**src/rtl/bsad_pkg.sv**
```systemverilog
// ----------------------------------------------------------------------------
// Bank-switch address decoder package
// Shared widths, codes, latch bit positions and transfer structures.
// ----------------------------------------------------------------------------
package bsad_pkg;

	localparam int ADDR_W      = 16;
	localparam int LATCH_W     = 8;
	localparam int OFFS_W      = 14;
	localparam int ROME_SIZE_W = 14;
	localparam int ROMC_SIZE_W = 13;
	localparam int MODEL_W     = 2;
	localparam int SEL_W       = 2;
	localparam int BANK_W      = 2;
	localparam int REGION_W    = 3;
	localparam int CFG_IDX_W   = 2;
	localparam int CFG_DATA_W  = 14;

	localparam logic FUNC_WRITE = 1'b0;

	localparam int PA_ROME_BIT   = 0;
	localparam int PA_RAM0_BIT   = 1;
	localparam int PA_VIDEO_BIT  = 2;
	localparam int PA_BASIC_BIT  = 7;
	localparam int PB_RAM8_BIT   = 5;
	localparam int BS_RAM3_BIT   = 4;
	localparam int BS_VBANK_LSB  = 1;
	localparam int RE_RAM1_BIT   = 0;
	localparam int RE_ROMC_BIT   = 7;

	localparam logic [OFFS_W-1:0] VIDEO_BANKED_END = 14'h2800;

	typedef enum logic [REGION_W-1:0] {
		REGION_NONE  = 3'd0,
		REGION_RAM   = 3'd1,
		REGION_VIDEO = 3'd2,
		REGION_BASIC = 3'd3,
		REGION_ROMC  = 3'd4,
		REGION_ROME  = 3'd5
	} region_t;

	typedef enum logic [MODEL_W-1:0] {
		MODEL_FIRST = 2'd0,
		MODEL_BASIC = 2'd1,
		MODEL_EXT   = 2'd2,
		MODEL_NONE  = 2'd3
	} model_t;

	typedef enum logic [SEL_W-1:0] {
		SEL_PORT_A     = 2'd0,
		SEL_PORT_B     = 2'd1,
		SEL_BANK_SEL   = 2'd2,
		SEL_RAM_ROM_EN = 2'd3
	} latch_sel_t;

	typedef enum logic [CFG_IDX_W-1:0] {
		CFG_MACHINE_MODEL = 2'd0,
		CFG_OS_ROM_E_SIZE = 2'd1,
		CFG_OS_ROM_C_SIZE = 2'd2
	} cfg_reg_t;

	localparam model_t                 MODEL_RESET = MODEL_EXT;
	localparam logic [ROME_SIZE_W-1:0] ROME_RESET  = 14'd8192;
	localparam logic [ROMC_SIZE_W-1:0] ROMC_RESET  = 13'd4096;

	typedef struct packed {
		logic [LATCH_W-1:0] port_a;
		logic [LATCH_W-1:0] port_b;
		logic [LATCH_W-1:0] bank_sel;
		logic [LATCH_W-1:0] ram_rom_en;
	} latches_t;

	typedef struct packed {
		model_t                 model;
		logic [ROME_SIZE_W-1:0] rom_e_size;
		logic [ROMC_SIZE_W-1:0] rom_c_size;
	} cfg_t;

	typedef struct packed {
		logic               func;
		latch_sel_t         latch_select;
		logic [LATCH_W-1:0] latch_data;
		logic [ADDR_W-1:0]  cpu_address;
	} item_t;

	typedef struct packed {
		logic              mapped;
		region_t           target_region;
		logic [BANK_W-1:0] bank_index;
		logic [OFFS_W-1:0] region_offset;
		logic              writable;
	} result_t;

endpackage

```
**src/rtl/bsad_ctrl_regs.sv**
```systemverilog
// ----------------------------------------------------------------------------
// Bank-switch control registers
// Configuration registers and the four bank-control latches with write logic.
// ----------------------------------------------------------------------------
module bsad_ctrl_regs (
	input  logic                             clk,
	input  logic                             arst_n,
	input  logic                             cfg_we,
	input  logic [bsad_pkg::CFG_IDX_W-1:0]   cfg_index,
	input  logic [bsad_pkg::CFG_DATA_W-1:0]  cfg_data,
	input  logic                             advance,
	input  bsad_pkg::item_t                  item,
	output bsad_pkg::cfg_t                   cfg,
	output bsad_pkg::latches_t               latches_next
);

	bsad_pkg::cfg_t     cfg_q;
	bsad_pkg::latches_t latches_q;

	always_ff @(posedge clk or negedge arst_n) begin
		if (!arst_n) begin
			cfg_q.model      <= bsad_pkg::MODEL_RESET;
			cfg_q.rom_e_size <= bsad_pkg::ROME_RESET;
			cfg_q.rom_c_size <= bsad_pkg::ROMC_RESET;
		end else if (cfg_we) begin
			case (bsad_pkg::cfg_reg_t'(cfg_index))
				bsad_pkg::CFG_MACHINE_MODEL: begin
					cfg_q.model <= bsad_pkg::model_t'(cfg_data[bsad_pkg::MODEL_W-1:0]);
				end
				bsad_pkg::CFG_OS_ROM_E_SIZE: begin
					cfg_q.rom_e_size <= cfg_data[bsad_pkg::ROME_SIZE_W-1:0];
				end
				bsad_pkg::CFG_OS_ROM_C_SIZE: begin
					cfg_q.rom_c_size <= cfg_data[bsad_pkg::ROMC_SIZE_W-1:0];
				end
				default: begin
				end
			endcase
		end
	end

	// Ports 0x84 and 0x86 exist only on the third model.
	always_comb begin
		latches_next = latches_q;
		if (item.func == bsad_pkg::FUNC_WRITE) begin
			unique case (item.latch_select)
				bsad_pkg::SEL_PORT_A: begin
					latches_next.port_a = item.latch_data;
				end
				bsad_pkg::SEL_PORT_B: begin
					latches_next.port_b = item.latch_data;
				end
				bsad_pkg::SEL_BANK_SEL: begin
					if (cfg_q.model == bsad_pkg::MODEL_EXT)
						latches_next.bank_sel = item.latch_data;
				end
				bsad_pkg::SEL_RAM_ROM_EN: begin
					if (cfg_q.model == bsad_pkg::MODEL_EXT)
						latches_next.ram_rom_en = item.latch_data;
				end
				default: begin
				end
			endcase
		end
	end

	always_ff @(posedge clk or negedge arst_n) begin
		if (!arst_n) begin
			latches_q <= '0;
		end else if (advance) begin
			latches_q <= latches_next;
		end
	end

	assign cfg = cfg_q;

endmodule

```
**src/rtl/bsad_decode.sv**
```systemverilog
// ----------------------------------------------------------------------------
// Bank-switch address translation
// Maps a CPU address to region, bank, offset and writable flag.
// ----------------------------------------------------------------------------
module bsad_decode (
	input  bsad_pkg::cfg_t                   cfg,
	input  bsad_pkg::latches_t               latches,
	input  logic [bsad_pkg::ADDR_W-1:0]      addr,
	output bsad_pkg::result_t                result
);

	logic [bsad_pkg::OFFS_W-1:0] offs;
	logic [bsad_pkg::OFFS_W-1:0] offs_e;
	logic                        in_low;
	logic                        in_ram1;
	logic                        in_high;
	logic                        in_basic;
	logic                        in_c;
	logic                        in_e;
	logic                        rom_e_hit;
	logic                        rom_c_hit;
	logic                        legacy;
	logic                        ext;
	bsad_pkg::region_t           region;
	logic [bsad_pkg::BANK_W-1:0] bank;

	assign offs     = addr[bsad_pkg::OFFS_W-1:0];
	assign offs_e   = {1'b0, addr[bsad_pkg::OFFS_W-2:0]};
	assign in_low   = (addr[15:14] == 2'b00);
	assign in_ram1  = (addr[15:14] == 2'b01);
	assign in_high  = (addr[15:14] == 2'b10);
	assign in_c     = (addr[15:14] == 2'b11);
	assign in_basic = (addr[15:13] == 3'b110);
	assign in_e     = (addr[15:13] == 3'b111);
	assign rom_e_hit = in_e && (offs_e < cfg.rom_e_size);
	assign rom_c_hit = in_c && (offs < {1'b0, cfg.rom_c_size});
	assign legacy = (cfg.model == bsad_pkg::MODEL_FIRST) || (cfg.model == bsad_pkg::MODEL_BASIC);
	assign ext    = (cfg.model == bsad_pkg::MODEL_EXT);

	// Later mappings override earlier ones.
	always_comb begin
		region = bsad_pkg::REGION_NONE;
		bank   = '0;
		if (legacy || ext) begin
			if (latches.port_a[bsad_pkg::PA_RAM0_BIT] && in_low) begin
				region = bsad_pkg::REGION_RAM;
			end
		end
		if (ext && latches.ram_rom_en[bsad_pkg::RE_RAM1_BIT] && in_ram1) begin
			region = bsad_pkg::REGION_RAM;
			bank   = 2'd1;
		end
		if (ext && latches.port_b[bsad_pkg::PB_RAM8_BIT] && in_high) begin
			region = bsad_pkg::REGION_RAM;
			bank   = latches.bank_sel[bsad_pkg::BS_RAM3_BIT] ? 2'd3 : 2'd2;
		end
		if ((legacy || ext) && latches.port_a[bsad_pkg::PA_VIDEO_BIT] && in_high) begin
			region = bsad_pkg::REGION_VIDEO;
			bank   = '0;
			if (ext && (offs < bsad_pkg::VIDEO_BANKED_END))
				bank = latches.bank_sel[bsad_pkg::BS_VBANK_LSB +: bsad_pkg::BANK_W];
		end
		if (((cfg.model == bsad_pkg::MODEL_BASIC) || ext) &&
			latches.port_a[bsad_pkg::PA_BASIC_BIT] && in_basic) begin
			region = bsad_pkg::REGION_BASIC;
			bank   = '0;
		end
		if (ext && latches.ram_rom_en[bsad_pkg::RE_ROMC_BIT] && rom_c_hit) begin
			region = bsad_pkg::REGION_ROMC;
			bank   = '0;
		end
		if ((legacy || ext) && latches.port_a[bsad_pkg::PA_ROME_BIT] && rom_e_hit) begin
			region = bsad_pkg::REGION_ROME;
			bank   = '0;
		end
	end

	always_comb begin
		result.target_region = region;
		result.bank_index    = bank;
		result.mapped        = (region != bsad_pkg::REGION_NONE);
		result.writable      = (region == bsad_pkg::REGION_RAM) ||
			(region == bsad_pkg::REGION_VIDEO);
		if (region == bsad_pkg::REGION_NONE)
			result.region_offset = '0;
		else if (region == bsad_pkg::REGION_ROME)
			result.region_offset = offs_e;
		else
			result.region_offset = offs;
	end

endmodule

```
**src/rtl/bank_switch_address_decoder.sv**
```systemverilog
// ----------------------------------------------------------------------------
// Bank-switch address decoder
// Each item is held in the input register and then in the result register before its result is valid.
// Throughput is one item per cycle while the receiver does not stall, set by the input and result registers.
// A latch write in an item takes effect for that item's own translation.
// Reset clears the latches and valid flags and loads default configuration.
// ----------------------------------------------------------------------------
module bank_switch_address_decoder (
	input  logic                             clk,
	input  logic                             arst_n,
	input  logic                             cfg_we,
	input  logic [bsad_pkg::CFG_IDX_W-1:0]   cfg_index,
	input  logic [bsad_pkg::CFG_DATA_W-1:0]  cfg_data,
	input  logic                             item_valid,
	output logic                             item_stall,
	input  logic                             func,
	input  logic [bsad_pkg::SEL_W-1:0]       latch_select,
	input  logic [bsad_pkg::LATCH_W-1:0]     latch_data,
	input  logic [bsad_pkg::ADDR_W-1:0]      cpu_address,
	output logic                             result_valid,
	input  logic                             result_stall,
	output logic                             mapped,
	output logic [bsad_pkg::REGION_W-1:0]    target_region,
	output logic [bsad_pkg::BANK_W-1:0]      bank_index,
	output logic [bsad_pkg::OFFS_W-1:0]      region_offset,
	output logic                             writable
);

	logic                valid_s1;
	bsad_pkg::item_t     item_s1;
	logic                valid_s2;
	bsad_pkg::result_t   result_s2;
	logic                accept;
	logic                advance;
	bsad_pkg::cfg_t      cfg;
	bsad_pkg::latches_t  latches_next;
	bsad_pkg::result_t   result_next;

	assign advance    = valid_s1 && (!valid_s2 || !result_stall);
	assign item_stall = valid_s1 && !advance;
	assign accept     = item_valid && !item_stall;

	always_ff @(posedge clk or negedge arst_n) begin
		if (!arst_n) begin
			valid_s1 <= 1'b0;
		end else if (accept) begin
			valid_s1 <= 1'b1;
		end else if (advance) begin
			valid_s1 <= 1'b0;
		end
	end

	always_ff @(posedge clk) begin
		if (accept) begin
			item_s1.func         <= func;
			item_s1.latch_select <= bsad_pkg::latch_sel_t'(latch_select);
			item_s1.latch_data   <= latch_data;
			item_s1.cpu_address  <= cpu_address;
		end
	end

	bsad_ctrl_regs u_ctrl_regs (
		.clk          (clk),
		.arst_n       (arst_n),
		.cfg_we       (cfg_we),
		.cfg_index    (cfg_index),
		.cfg_data     (cfg_data),
		.advance      (advance),
		.item         (item_s1),
		.cfg          (cfg),
		.latches_next (latches_next)
	);

	bsad_decode u_decode (
		.cfg     (cfg),
		.latches (latches_next),
		.addr    (item_s1.cpu_address),
		.result  (result_next)
	);

	always_ff @(posedge clk or negedge arst_n) begin
		if (!arst_n) begin
			valid_s2 <= 1'b0;
		end else if (advance) begin
			valid_s2 <= 1'b1;
		end else if (!result_stall) begin
			valid_s2 <= 1'b0;
		end
	end

	always_ff @(posedge clk) begin
		if (advance) begin
			result_s2 <= result_next;
		end
	end

	assign result_valid  = valid_s2;
	assign mapped        = result_s2.mapped;
	assign target_region = result_s2.target_region;
	assign bank_index    = result_s2.bank_index;
	assign region_offset = result_s2.region_offset;
	assign writable      = result_s2.writable;

	a_stall_needs_item: assert property (@(posedge clk) disable iff (!arst_n)
		item_stall |-> valid_s1)
		else $error("Input stalled with no item held in the input register.");

	a_mapped_region: assert property (@(posedge clk) disable iff (!arst_n)
		result_valid |-> (mapped == (target_region != bsad_pkg::REGION_NONE)))
		else $error("Mapped flag disagrees with the target region.");

	a_unmapped_zero: assert property (@(posedge clk) disable iff (!arst_n)
		(result_valid && !mapped) |-> (bank_index == '0 && region_offset == '0 && !writable))
		else $error("Unmapped result carries nonzero fields.");

	a_rom_not_writable: assert property (@(posedge clk) disable iff (!arst_n)
		(result_valid && writable) |->
			(target_region == bsad_pkg::REGION_RAM || target_region == bsad_pkg::REGION_VIDEO))
		else $error("ROM region flagged as writable.");

endmodule

```
**config.mk**
```make
export PLATFORM = sky130hd
export DESIGN_NAME = bank_switch_address_decoder
export DESIGN_NICKNAME = d
export VERILOG_FILES = /design/src/rtl/bsad_pkg.sv /design/src/rtl/bsad_ctrl_regs.sv /design/src/rtl/bsad_decode.sv /design/src/rtl/bank_switch_address_decoder.sv
export SDC_FILE = /design/constraint.sdc
export NUM_CORES = 1
export LEC_CHECK = 0
export ABC_AREA = 0
export BUFFER_PORTS_ARGS = -buffer_cell sky130_fd_sc_hd__buf_2
export CORE_AREA = 2 2 121 123
export DETAILED_ROUTE_END_ITERATION = 10
export DIE_AREA = 0 0 123 125
export PLACE_DENSITY = 0.54
export SETUP_SLACK_MARGIN = 0.3
export SLEW_MARGIN = 20
export SYNTH_ARGS = -nofsm -noshare
export SYNTH_HDL_FRONTEND = slang
export SYNTH_SLANG_ARGS = --single-unit
```
**constraint.sdc**
```tcl
create_clock -name clk -period 3.06 [get_ports clk]
set_clock_uncertainty 0.15 [all_clocks]
set_input_delay 0.918 -clock clk [delete_from_list [all_inputs] [get_ports clk]]
set_output_delay 0.918 -clock clk [all_outputs]
set_load 0.02 [all_outputs]
```
# [After elaboration in Yosys (flattened, before gate mapping)]
# Cells that the tools add are included.
[word_totals] in_bits=48 latchBits=0 memories=0 rom_bits=0 wordCells=111 out_inout_bits=23 ram_bits=0 reg_bits=111
[op_classes] n_div=0 addsub=0 multipliers=0 shifts=0 n_mux=24 n_eq_ne=16 reduce_logical=44 bitwise_logic=1 order_cmp=3
[ops] cell="2-to-1 mux 8 bit" n=6
[ops] cell="2-to-1 mux 32 bit" n=1
[ops] cell="2-to-1 mux 3 bit" n=7
[ops] cell="logical AND 1 bit" n=19
[ops] cell="< comparator 13 x 14 -> 1 bit" n=1
[ops] cell="< comparator 14 x 13 -> 1 bit" n=1
[ops] cell="< comparator 14 bit (second input constant)" n=1
[ops] cell="equality test 2 bit (second input constant)" n=6
[ops] cell="equality test 3 bit (second input constant)" n=3
[ops] cell="equality test 2 x 1 -> 1 bit (second input constant)" n=4
[ops] cell="logical NOT 2 bit" n=4
[ops] cell="AND reduction 4 bit" n=2
[ops] cell="2-to-1 mux 1 bit" n=7
[ops] cell="2-to-1 mux 2 bit" n=3
[ops] cell="AND reduction 2 bit" n=3
[ops] cell="AND reduction 3 bit" n=2
[ops] cell="logical OR 1 bit" n=5
[ops] cell="logical NOT 1 bit" n=4
[ops] cell="equality test 3 x 1 -> 1 bit (second input constant)" n=1
[ops] cell="equality test 3 x 2 -> 1 bit (second input constant)" n=1
[ops] cell="logical NOT 3 bit" n=1
[ops] cell="nonzero test 3 bit" n=1
[ops] cell="OR reduction 3 bit" n=1
[ops] cell="!= test 2 x 1 -> 1 bit (second input constant)" n=1
[ops] cell="3 further kinds" n=3

# [Longest topological paths before layout]
# Gate-level depths: netlist (run 1).
[logic_depth] depth_word=15 depth_mapped=8 depth_no_buf=7

# [Modules after synthesis]
# Synthesis (run 1) repeated with hierarchy kept, for this count alone.
[unflattened] hier_cells=375 hier_area_um2=5407.7
[by_module_without_submodules] mod="bsad_ctrl_regs" area_each_um2=2775.2 cells_each=173 n_inst=1 seq_area_each_um2=1530.2
[by_module_without_submodules] mod="bank_switch_address_decoder" area_each_um2=1534.0 cells_each=56 n_inst=1 seq_area_each_um2=1491.4
[by_module_without_submodules] mod="bsad_decode" area_each_um2=1098.6 cells_each=146 n_inst=1 seq_area_each_um2=0.0

# [Worst setup path before layout (run 1)]
# OpenSTA, ideal clock, no wires.
[synth_path] kind="input to register" startpoint="input port result_stall" endpoint="register u_ctrl_regs.latches_q[24] in the netlist's numbering" arrival_ps=2755 setup_ps=125 stages=3 required_ps=2785 setup_slack_ps=31 path_buffers=0 cell_sequence="a21boi_1 -> nand2_1 -> mux2_2"
[synth_via] elab_chain_len=3
[synth_rtl] item="start: declaration" line="bank_switch_address_decoder.sv:21" source="input logic result_stall,"
[synth_rtl] item="logical NOT 1 bit"
[synth_rtl] item="logical OR 1 bit" line="bank_switch_address_decoder.sv:39" source="assign advance = valid_s1 && (!valid_s2 || !result_stall);"
[synth_rtl] item="logical AND 1 bit" line="bank_switch_address_decoder.sv:39"
[synth_rtl] item="end signal: assignment" line="bsad_ctrl_regs.sv:71" source="latches_q <= latches_next;"
[synth_rtl] item="end: declaration" line="bsad_ctrl_regs.sv:18" source="bsad_pkg::latches_t latches_q;"
# Every way passes these cells.
# A chain may end at the register's enable or synchronous reset.

# [Worst setup path after layout (run 1)]
[layout_path] startpoint="register u_ctrl_regs.cfg_q (netlist bit u_ctrl_regs.cfg[28])" endpoint="register result_s2 (netlist bit region_offset[13]) (data pin)"
[layout_via] elab_chain_len=14 word_cells_on_any_way=31 cone_classes="eq/ne: 3; mux: 10; reduce/logical: 18"
[layout_rtl] item="start: declaration" line="bsad_ctrl_regs.sv:17" source="bsad_pkg::cfg_t cfg_q;"
[layout_rtl] item="equality test 2 bit" line="bsad_ctrl_regs.sv:58, bsad_decode.sv:38"
[layout_rtl] item="2-to-1 mux 8 bit" line="bsad_ctrl_regs.sv:58" source="if (cfg_q.model == bsad_pkg::MODEL_EXT)"
[layout_rtl] item="2-to-1 mux 8 bit" line="bsad_ctrl_regs.sv:46" source="unique case (item.latch_select)"
[layout_rtl] item="2-to-1 mux 32 bit" line="bsad_ctrl_regs.sv:45" source="if (item.func == bsad_pkg::FUNC_WRITE) begin"
[layout_rtl] item="logical AND 1 bit (2 in series)" line="bsad_decode.sv:49" source="if (ext && latches.ram_rom_en[bsad_pkg::RE_RAM1_BIT] && in_ram1) begin"
[layout_rtl] item="2-to-1 mux 3 bit" line="bsad_decode.sv:49"
[layout_rtl] item="2-to-1 mux 3 bit" line="bsad_decode.sv:53" source="if (ext && latches.port_b[bsad_pkg::PB_RAM8_BIT] && in_high) begin"
[layout_rtl] item="2-to-1 mux 3 bit" line="bsad_decode.sv:57" source="if ((legacy || ext) && latches.port_a[bsad_pkg::PA_VIDEO_BIT] && in_high) begin"
[layout_rtl] item="2-to-1 mux 3 bit" line="bsad_decode.sv:63" source="if (((cfg.model == bsad_pkg::MODEL_BASIC) || ext) &&"
[layout_rtl] item="2-to-1 mux 3 bit" line="bsad_decode.sv:68" source="if (ext && latches.ram_rom_en[bsad_pkg::RE_ROMC_BIT] && rom_c_hit) begin"
[layout_rtl] item="2-to-1 mux 3 bit (*)" line="bsad_decode.sv:72" source="if ((legacy || ext) && latches.port_a[bsad_pkg::PA_ROME_BIT] && rom_e_hit) begin"
[layout_rtl] item="equality test 3 bit or logical NOT 3 bit (tied branches)" line="bsad_decode.sv:86, bsad_decode.sv:84"
[layout_rtl] item="OR reduction 2 bit (no line) (*)"
[layout_rtl] item="end signal: assignment" line="bank_switch_address_decoder.sv:93" source="result_s2 <= result_next;"
[layout_rtl] item="end: declaration" line="bank_switch_address_decoder.sv:32" source="bsad_pkg::result_t result_s2;"
# Every way passes the cells marked *; elsewhere a longest branch is shown, timed or not.

==> out/results.tsv, run 1 <==
metric	value	unit
result of the run	complete, no violations	
Critical Path End Type	register	
number of warning messages in the yosys log	0	
category of cells accounting for the largest share of critical-path delay	flip-flops	
layout cell share with drive strength beyond 1	39.3	%
most used cells in the layout excluding fill and tap cells	sky130_fd_sc_hd__buf_2 (68), sky130_fd_sc_hd__edfxtp_1 (46), sky130_fd_sc_hd__inv_1 (42)	
chain of cells forming the critical path	ha_2, and4b_1, mux2_2, a31oi_2, nor4_4, buf_4, a211oi_1	
Final setup violation count	0	
footprint of the multi-input gates	0.00158	mm²
number of placed I/O pins	71	
count of different cell masters after synthesis	49	
DRC violation count after routing	0	
switching share of power	26.1	%
number of rows in the core area	44	
Most Used Layer, Global Route	met2	
hold_ws	323	ps
slew at the pin closest to its max-slew limit	971	ps
Die Span X	123	µm
met2 Resource Use GR	17.2	%
post-route cell area	0.00506	mm²
final cycle utilization of the critical path	84.6	%
share of power burned in the clock network	32.0	%
Int Power	2.32	mW
detailed-placement wirelength estimate	6360	µm
initial antenna violation count	1	
final count of pins violating max slew	0	
Total GRT Usage	11.4	%
Core Footprint	0.0142	mm²
Vert. Die Dim	125	µm
crit path buf inv count	1	
arrival time at the worst endpoint	2590	ps
final-report hold violation count	0	
setup slack after layout	471	ps
post-detailed-route wirelength per cell	14.7	µm
area of the mapped netlist	0.00416	mm²
starting DRC count in detailed routing	157	
Post-Place Worst Slack	327	ps
worst-path fanout max	15	
met3 Use GR	3.28	%
clk sink count	87	
number of instances in the placed design	553	
maximum number of pins on one net before global-route repair	42	
total power of the final layout	3.13	mW
count of TritonRoute iterations in the first routing pass	4	
number of filler instances in the final layout	1397	
via density per instance	4.47	
number of vias in the routed layout	2551	
synthesized instance count	300	
Combinational Power Share	19.5	%
clock latency on the worst-skew pair	340	ps
full die area	0.0154	mm²
relative area change from synthesis to final layout	21.6	%
Crit Path Category	register to register	
switching component of the power	0.816	mW
fraction of power consumed by sequential logic	48.5	%
ANT nets after route	0	
Final #Nets	456	
remaining max-slew budget at the tightest pin	35.3	%
Static Leakage	2.22	nW
count of hold buffers inserted by post-cts repair	0	
count of input and output buffers	68	
power per standard cell area	619	mW/mm²
fmax	386	MHz
Final TNS setup	0	ps
total number of H-tree levels	3	
count of flip-flops with a built-in enable after synthesis	46	
HP Class	register to register	
Max-cap violations	0	
synthesized area per cell	13.9	µm²
number of global-route vias before repair	2604	
most frequent standard cell in the layout excluding fill and tap cells	sky130_fd_sc_hd__buf_2	
worst vdd ir	0.250	mV
GPL Wtd Cong	0.778	
critical path data required time	3070	ps
CTS tree	yes	
global-route wire length before repair	13300	µm
number of buffers added by the clock tree synthesis step	9	
post-synthesis sequential area ratio	57.9	%
Post-Route WL	8420	µm
Clock Tree Buf Depth	2	
kind of start point of the critical path	register	
setup repair after global routing missed its margin	false	
met1 layer usage reported by global route	15.1	%
number of synthesized register bits	87	
ys async rst share	47.1	%
register clock-pin slew on the reported worst setup and hold paths	60	ps
delay of the slowest cell on the worst path	550	ps
total area of sequential cells	0.00241	mm²
post-layout minimum cycle time	2590	ps
post-placement cell area	0.00475	mm²
global route total overflow	0	
diode insertion count for antenna repair	0	
utilization of the core after routing	35.6	%
crit path max-delay cell type	sky130_fd_sc_hd__dfstp_2	
post-synthesis net count	374	
count of non-filler cells in the finished layout	571	
top flip-flop cell by instance count after synthesis	sky130_fd_sc_hd__edfxtp_1	
effective utilization at floorplan	29.3	%
Root Buffer	sky130_fd_sc_hd__clkbuf_16	
-- area by class of cell --
| cell class | instances | share of cell area (%) |
|---|---|---|
| sequential | 87 | 47.6 |
| clock inverter | 1 | 0.0989 |
| tap | 184 | 4.55 |
| multi-input combinational | 166 | 31.1 |
| inverter | 42 | 3.11 |
| clock buffer | 15 | 5.29 |
| timing repair buffer | 76 | 8.16 |
-- final timing paths --
path,from,end,slack (ps),cells past startpoint
worst min register to register,valid_s1,result_valid,320,1
min in group asynchronous,arst_n,result_valid,580,1
worst max register to register,u_ctrl_regs.cfg[28],region_offset[13],470,7
max in group asynchronous,arst_n,u_ctrl_regs.cfg[5],1570,1
worst min-delay path,valid_s1,result_valid,320,1
worst max-delay path,u_ctrl_regs.cfg[28],region_offset[13],470,7
-- cells by family after synthesis --
family                   count (synthesis)  synth area share [%]
adder cells (fa/ha/maj)                 26                  7.82
flip-flops                              87                  57.9
AND/OR/NAND/NOR                         48                  7.34
multiplexers                            47                  12.7
buffers and inverters                   47                  4.63
AO/OA/AOI/OAI                           45                  9.62
-- power by group through the flow --
stage          clock network [mW]  registers, mW  logic (mW)
6_report                     1.00           1.52       0.610
3_3_place_gp                    0           1.54       0.594
2_1_floorplan                   0           1.56       0.401
5_1_grt                      1.07           1.54       0.684
4_1_cts                      1.03           1.52       0.615
3_5_place_dp                    0           1.55       0.613
-- routing by layer --
layer / vias up / wire length (µm)
met2: 48 / 3840
met1: 1217 / 3970
met3: 14 / 436
met4: 2 / 160
met5: - / 12
li1: 1270 / -
-- synth_stat cells (2+ instances only) --
cell type | instances | area share [%]
sky130_fd_sc_hd__edfxtp_1 | 46 | 33
sky130_fd_sc_hd__a211oi_1 | 2 | 0.36
sky130_fd_sc_hd__ha_1 | 26 | 7.8
sky130_fd_sc_hd__a21o_1 | 7 | 1.3
sky130_fd_sc_hd__nand3b_1 | 3 | 0.54
sky130_fd_sc_hd__inv_1 | 42 | 3.8
sky130_fd_sc_hd__nand2_1 | 11 | 0.99
sky130_fd_sc_hd__a21oi_1 | 7 | 0.84
sky130_fd_sc_hd__nand3_1 | 7 | 0.84
sky130_fd_sc_hd__dfrtp_1 | 38 | 23
sky130_fd_sc_hd__a31oi_1 | 8 | 1.2
sky130_fd_sc_hd__nand2b_1 | 4 | 0.60
sky130_fd_sc_hd__o221ai_1 | 2 | 0.42
sky130_fd_sc_hd__o21ai_0 | 3 | 0.36
sky130_fd_sc_hd__buf_6 | 2 | 0.54
sky130_fd_sc_hd__nand4_1 | 6 | 0.90
sky130_fd_sc_hd__a31oi_2 | 6 | 1.8
sky130_fd_sc_hd__dfstp_2 | 3 | 1.9
sky130_fd_sc_hd__nor2_1 | 2 | 0.18
sky130_fd_sc_hd__mux2_2 | 41 | 11
sky130_fd_sc_hd__and3_1 | 2 | 0.30
sky130_fd_sc_hd__mux2i_1 | 5 | 1.2
-- state kept, by name, indices dropped and copies added (netlist names), 2 cells and up --
signal / flops
target_region: 3
region_offset: 14
u_ctrl_regs.cfg: 29
u_ctrl_regs.latches_q: 10
item_s1: 25
bank_index: 2
-- repair_timing --
item | CTS | global route
buffers inserted | 0 | 2
gates resized for setup | 0 | 3
endpoints found under the hold margin | 0 | 0
setup endpoints to repair | 0 | 7
Power figures use the tool's default switching activity.
==> inputs of run 2 (changes only) <==
Clock period 3.06 ns to 2.41 ns, I/O delays scaled along.
==> run 2 against run 1 <==
Register-to-register slack worse by 430 ps. Clock power up 29%. Final cell count up 3.3%. Largest power group unchanged.
==> out/results.tsv, run 2 (synthesis gave the netlist of run 1 again) <==
metric	value	unit
final cycle utilization of the critical path	98.2	%
number of buffers added by the clock tree synthesis step	9	
post-placement cell area	0.00498	mm²
remaining max-slew budget at the tightest pin	66.8	%
count of TritonRoute iterations in the first routing pass	4	
GPL Wtd Cong	0.772	
DRC violation count after routing	0	
Crit Path Category	register to register	
setup repair after global routing missed its margin	true	
Post-Route WL	8630	µm
fmax	423	MHz
most used cells in the layout excluding fill and tap cells	sky130_fd_sc_hd__buf_2 (68), sky130_fd_sc_hd__edfxtp_1 (46), sky130_fd_sc_hd__inv_1 (41)	
Core Footprint	0.0142	mm²
critical path data required time	2340	ps
reg-to-reg slack, setup	40	ps
most frequent standard cell in the layout excluding fill and tap cells	sky130_fd_sc_hd__buf_2	
Clock Tree Buf Depth	2	
arrival time at the worst endpoint	2300	ps
full die area	0.0154	mm²
Max-cap violations	0	
Critical Path End	target_region[0]	
detailed-placement wirelength estimate	6570	µm
global route total overflow	0	
initial antenna violation count	0	
fraction of power consumed by sequential logic	46.5	%
number of rows in the core area	44	
Final #Nets	475	
number of placed I/O pins	71	
launching element of the worst setup path	u_ctrl_regs.cfg[12]	
Int Power	3.04	mW
ANT nets after route	0	
hold_ws	167	ps
worst vdd ir	0.358	mV
switching share of power	26.7	%
clock latency on the worst-skew pair	330	ps
Combinational Power Share	22.5	%
count of non-filler cells in the finished layout	590	
starting DRC count in detailed routing	107	
global-route wire length before repair	13700	µm
number of global-route vias before repair	2800	
post-detailed-route wirelength per cell	14.6	µm
layout cell share with drive strength beyond 1	47.8	%
share of power burned in the clock network	31.0	%
Final TNS setup	0	ps
number of vias in the routed layout	2647	
Final setup violation count	0	
via density per instance	4.49	
switching component of the power	1.11	mW
Vert. Die Dim	125	µm
number of cells on the worst reg-to-reg path	7	
number of instances in the placed design	570	
post-layout minimum cycle time	2370	ps
total number of H-tree levels	3	
final-report hold violation count	0	
CTS tree	yes	
Total GRT Usage	11.7	%
number of flip-flops in the largest register	29	
count of input and output buffers	68	
Critical Path End Type	register	
count of hold buffers inserted by post-cts repair	0	
relative area change from synthesis to final layout	31.5	%
result of the run	complete, no violations	
final count of pins violating max slew	0	
clk sink count	87	
effective utilization at floorplan	29.3	%
capturing point of the worst reg2reg path	target_region[0]	
register clock-pin slew on the reported worst setup and hold paths	60	ps
HP Class	input pin to asynchronous set/reset pin	
post-route cell area	0.00547	mm²
Static Leakage	2.37	nW
Root Buffer	sky130_fd_sc_hd__clkbuf_16	
utilization of the core after routing	38.5	%
slew at the pin closest to its max-slew limit	494	ps
kind of start point of the critical path	register	
source of the worst register-to-register timing path	u_ctrl_regs.cfg[12]	
diode insertion count for antenna repair	0	
maximum number of pins on one net before global-route repair	26	
worst-path fanout max	18	
Die Span X	123	µm
power per standard cell area	759	mW/mm²
-- run 2: cell count changes in the layout (fill, tap and decap cells not counted), sizes merged --
| cell | delta |
|---|---|
| clkbuf | -1 |
| clkinv | +1 |
| clkinvlp | +1 |
| buf | +18 |
-- run 2: power by group through the flow --
| stage | Sequential (mW) | Clock (mW) | Combinational, mW |
|---|---|---|---|
| floorplan | 1.99 | 0 | 0.530 |
| global placement | 1.95 | 0 | 0.831 |
| detailed placement | 1.96 | 0 | 0.854 |
| CTS | 1.93 | 1.34 | 0.884 |
| global route | 1.96 | 1.39 | 1.04 |
| finish | 1.93 | 1.29 | 0.935 |
-- run 2: what timing repair did --
| action | 4_1_cts | 5_1_grt |
|---|---|---|
| endpoints found under the hold margin | 0 | 0 |
| pin swaps | 2 | 5 |
| endpoints found under the setup margin | 20 | 24 |
| gates cloned | 0 | 1 |
| setup buffers | 2 | 1 |
| gates resized for setup | 8 | 17 |
-- run 2: worst min path at each step --
| stage | startpoint | to | slack (ps) | cells after the start |
|---|---|---|---|---|
| detailed placement | valid_s1 | result_valid | 330 | 1 |
| global placement | valid_s1 | result_valid | 310 | 1 |
| global route | arst_n | u_ctrl_regs.cfg[27] | 190 | 1 |
| CTS | arst_n | u_ctrl_regs.cfg[27] | 170 | 1 |
| floorplan | arst_n | result_valid | 280 | 0 |
| finish | arst_n | u_ctrl_regs.cfg[27] | 170 | 1 |
-- run 2: stage by stage --
stage | power [mW] | setup WS [ps]
after CTS | 4.15 | 37.1
after floorplan | 2.52 | 116
final | 4.15 | 43.9
after detailed placement | 2.81 | -7.14
after global routing | 4.39 | -5.34
after global placement | 2.78 | 57.9
-- run 2: final cells by class --
cell class,instances,area [µm²]
clock buffers,13,262
flip-flops and latches,87,2410
clock inverters,3,17.5
inverters,42,158
well taps,184,230
repair buffers,95,614
multi-input cells,166,1780
fillers,1409,8730
-- run 2: worst max-delay path: stages (launching register included) --
cell and delay, ps:
sky130_fd_sc_hd__dfstp_2 540, sky130_fd_sc_hd__inv_2 40, sky130_fd_sc_hd__ha_4 140, sky130_fd_sc_hd__or4b_4 490, sky130_fd_sc_hd__a211oi_4 240, sky130_fd_sc_hd__o311ai_4 160
sky130_fd_sc_hd__buf_12 180, sky130_fd_sc_hd__a21o_1 160
-- run 2: routing by layer --
layer	global-route usage [%]	wire length, µm	share of wire, %
met5	0	0	0
met4	6.08	143	1.7
met3	2.14	319	3.7
met2	18.1	4020	47
met1	15.6	4150	48
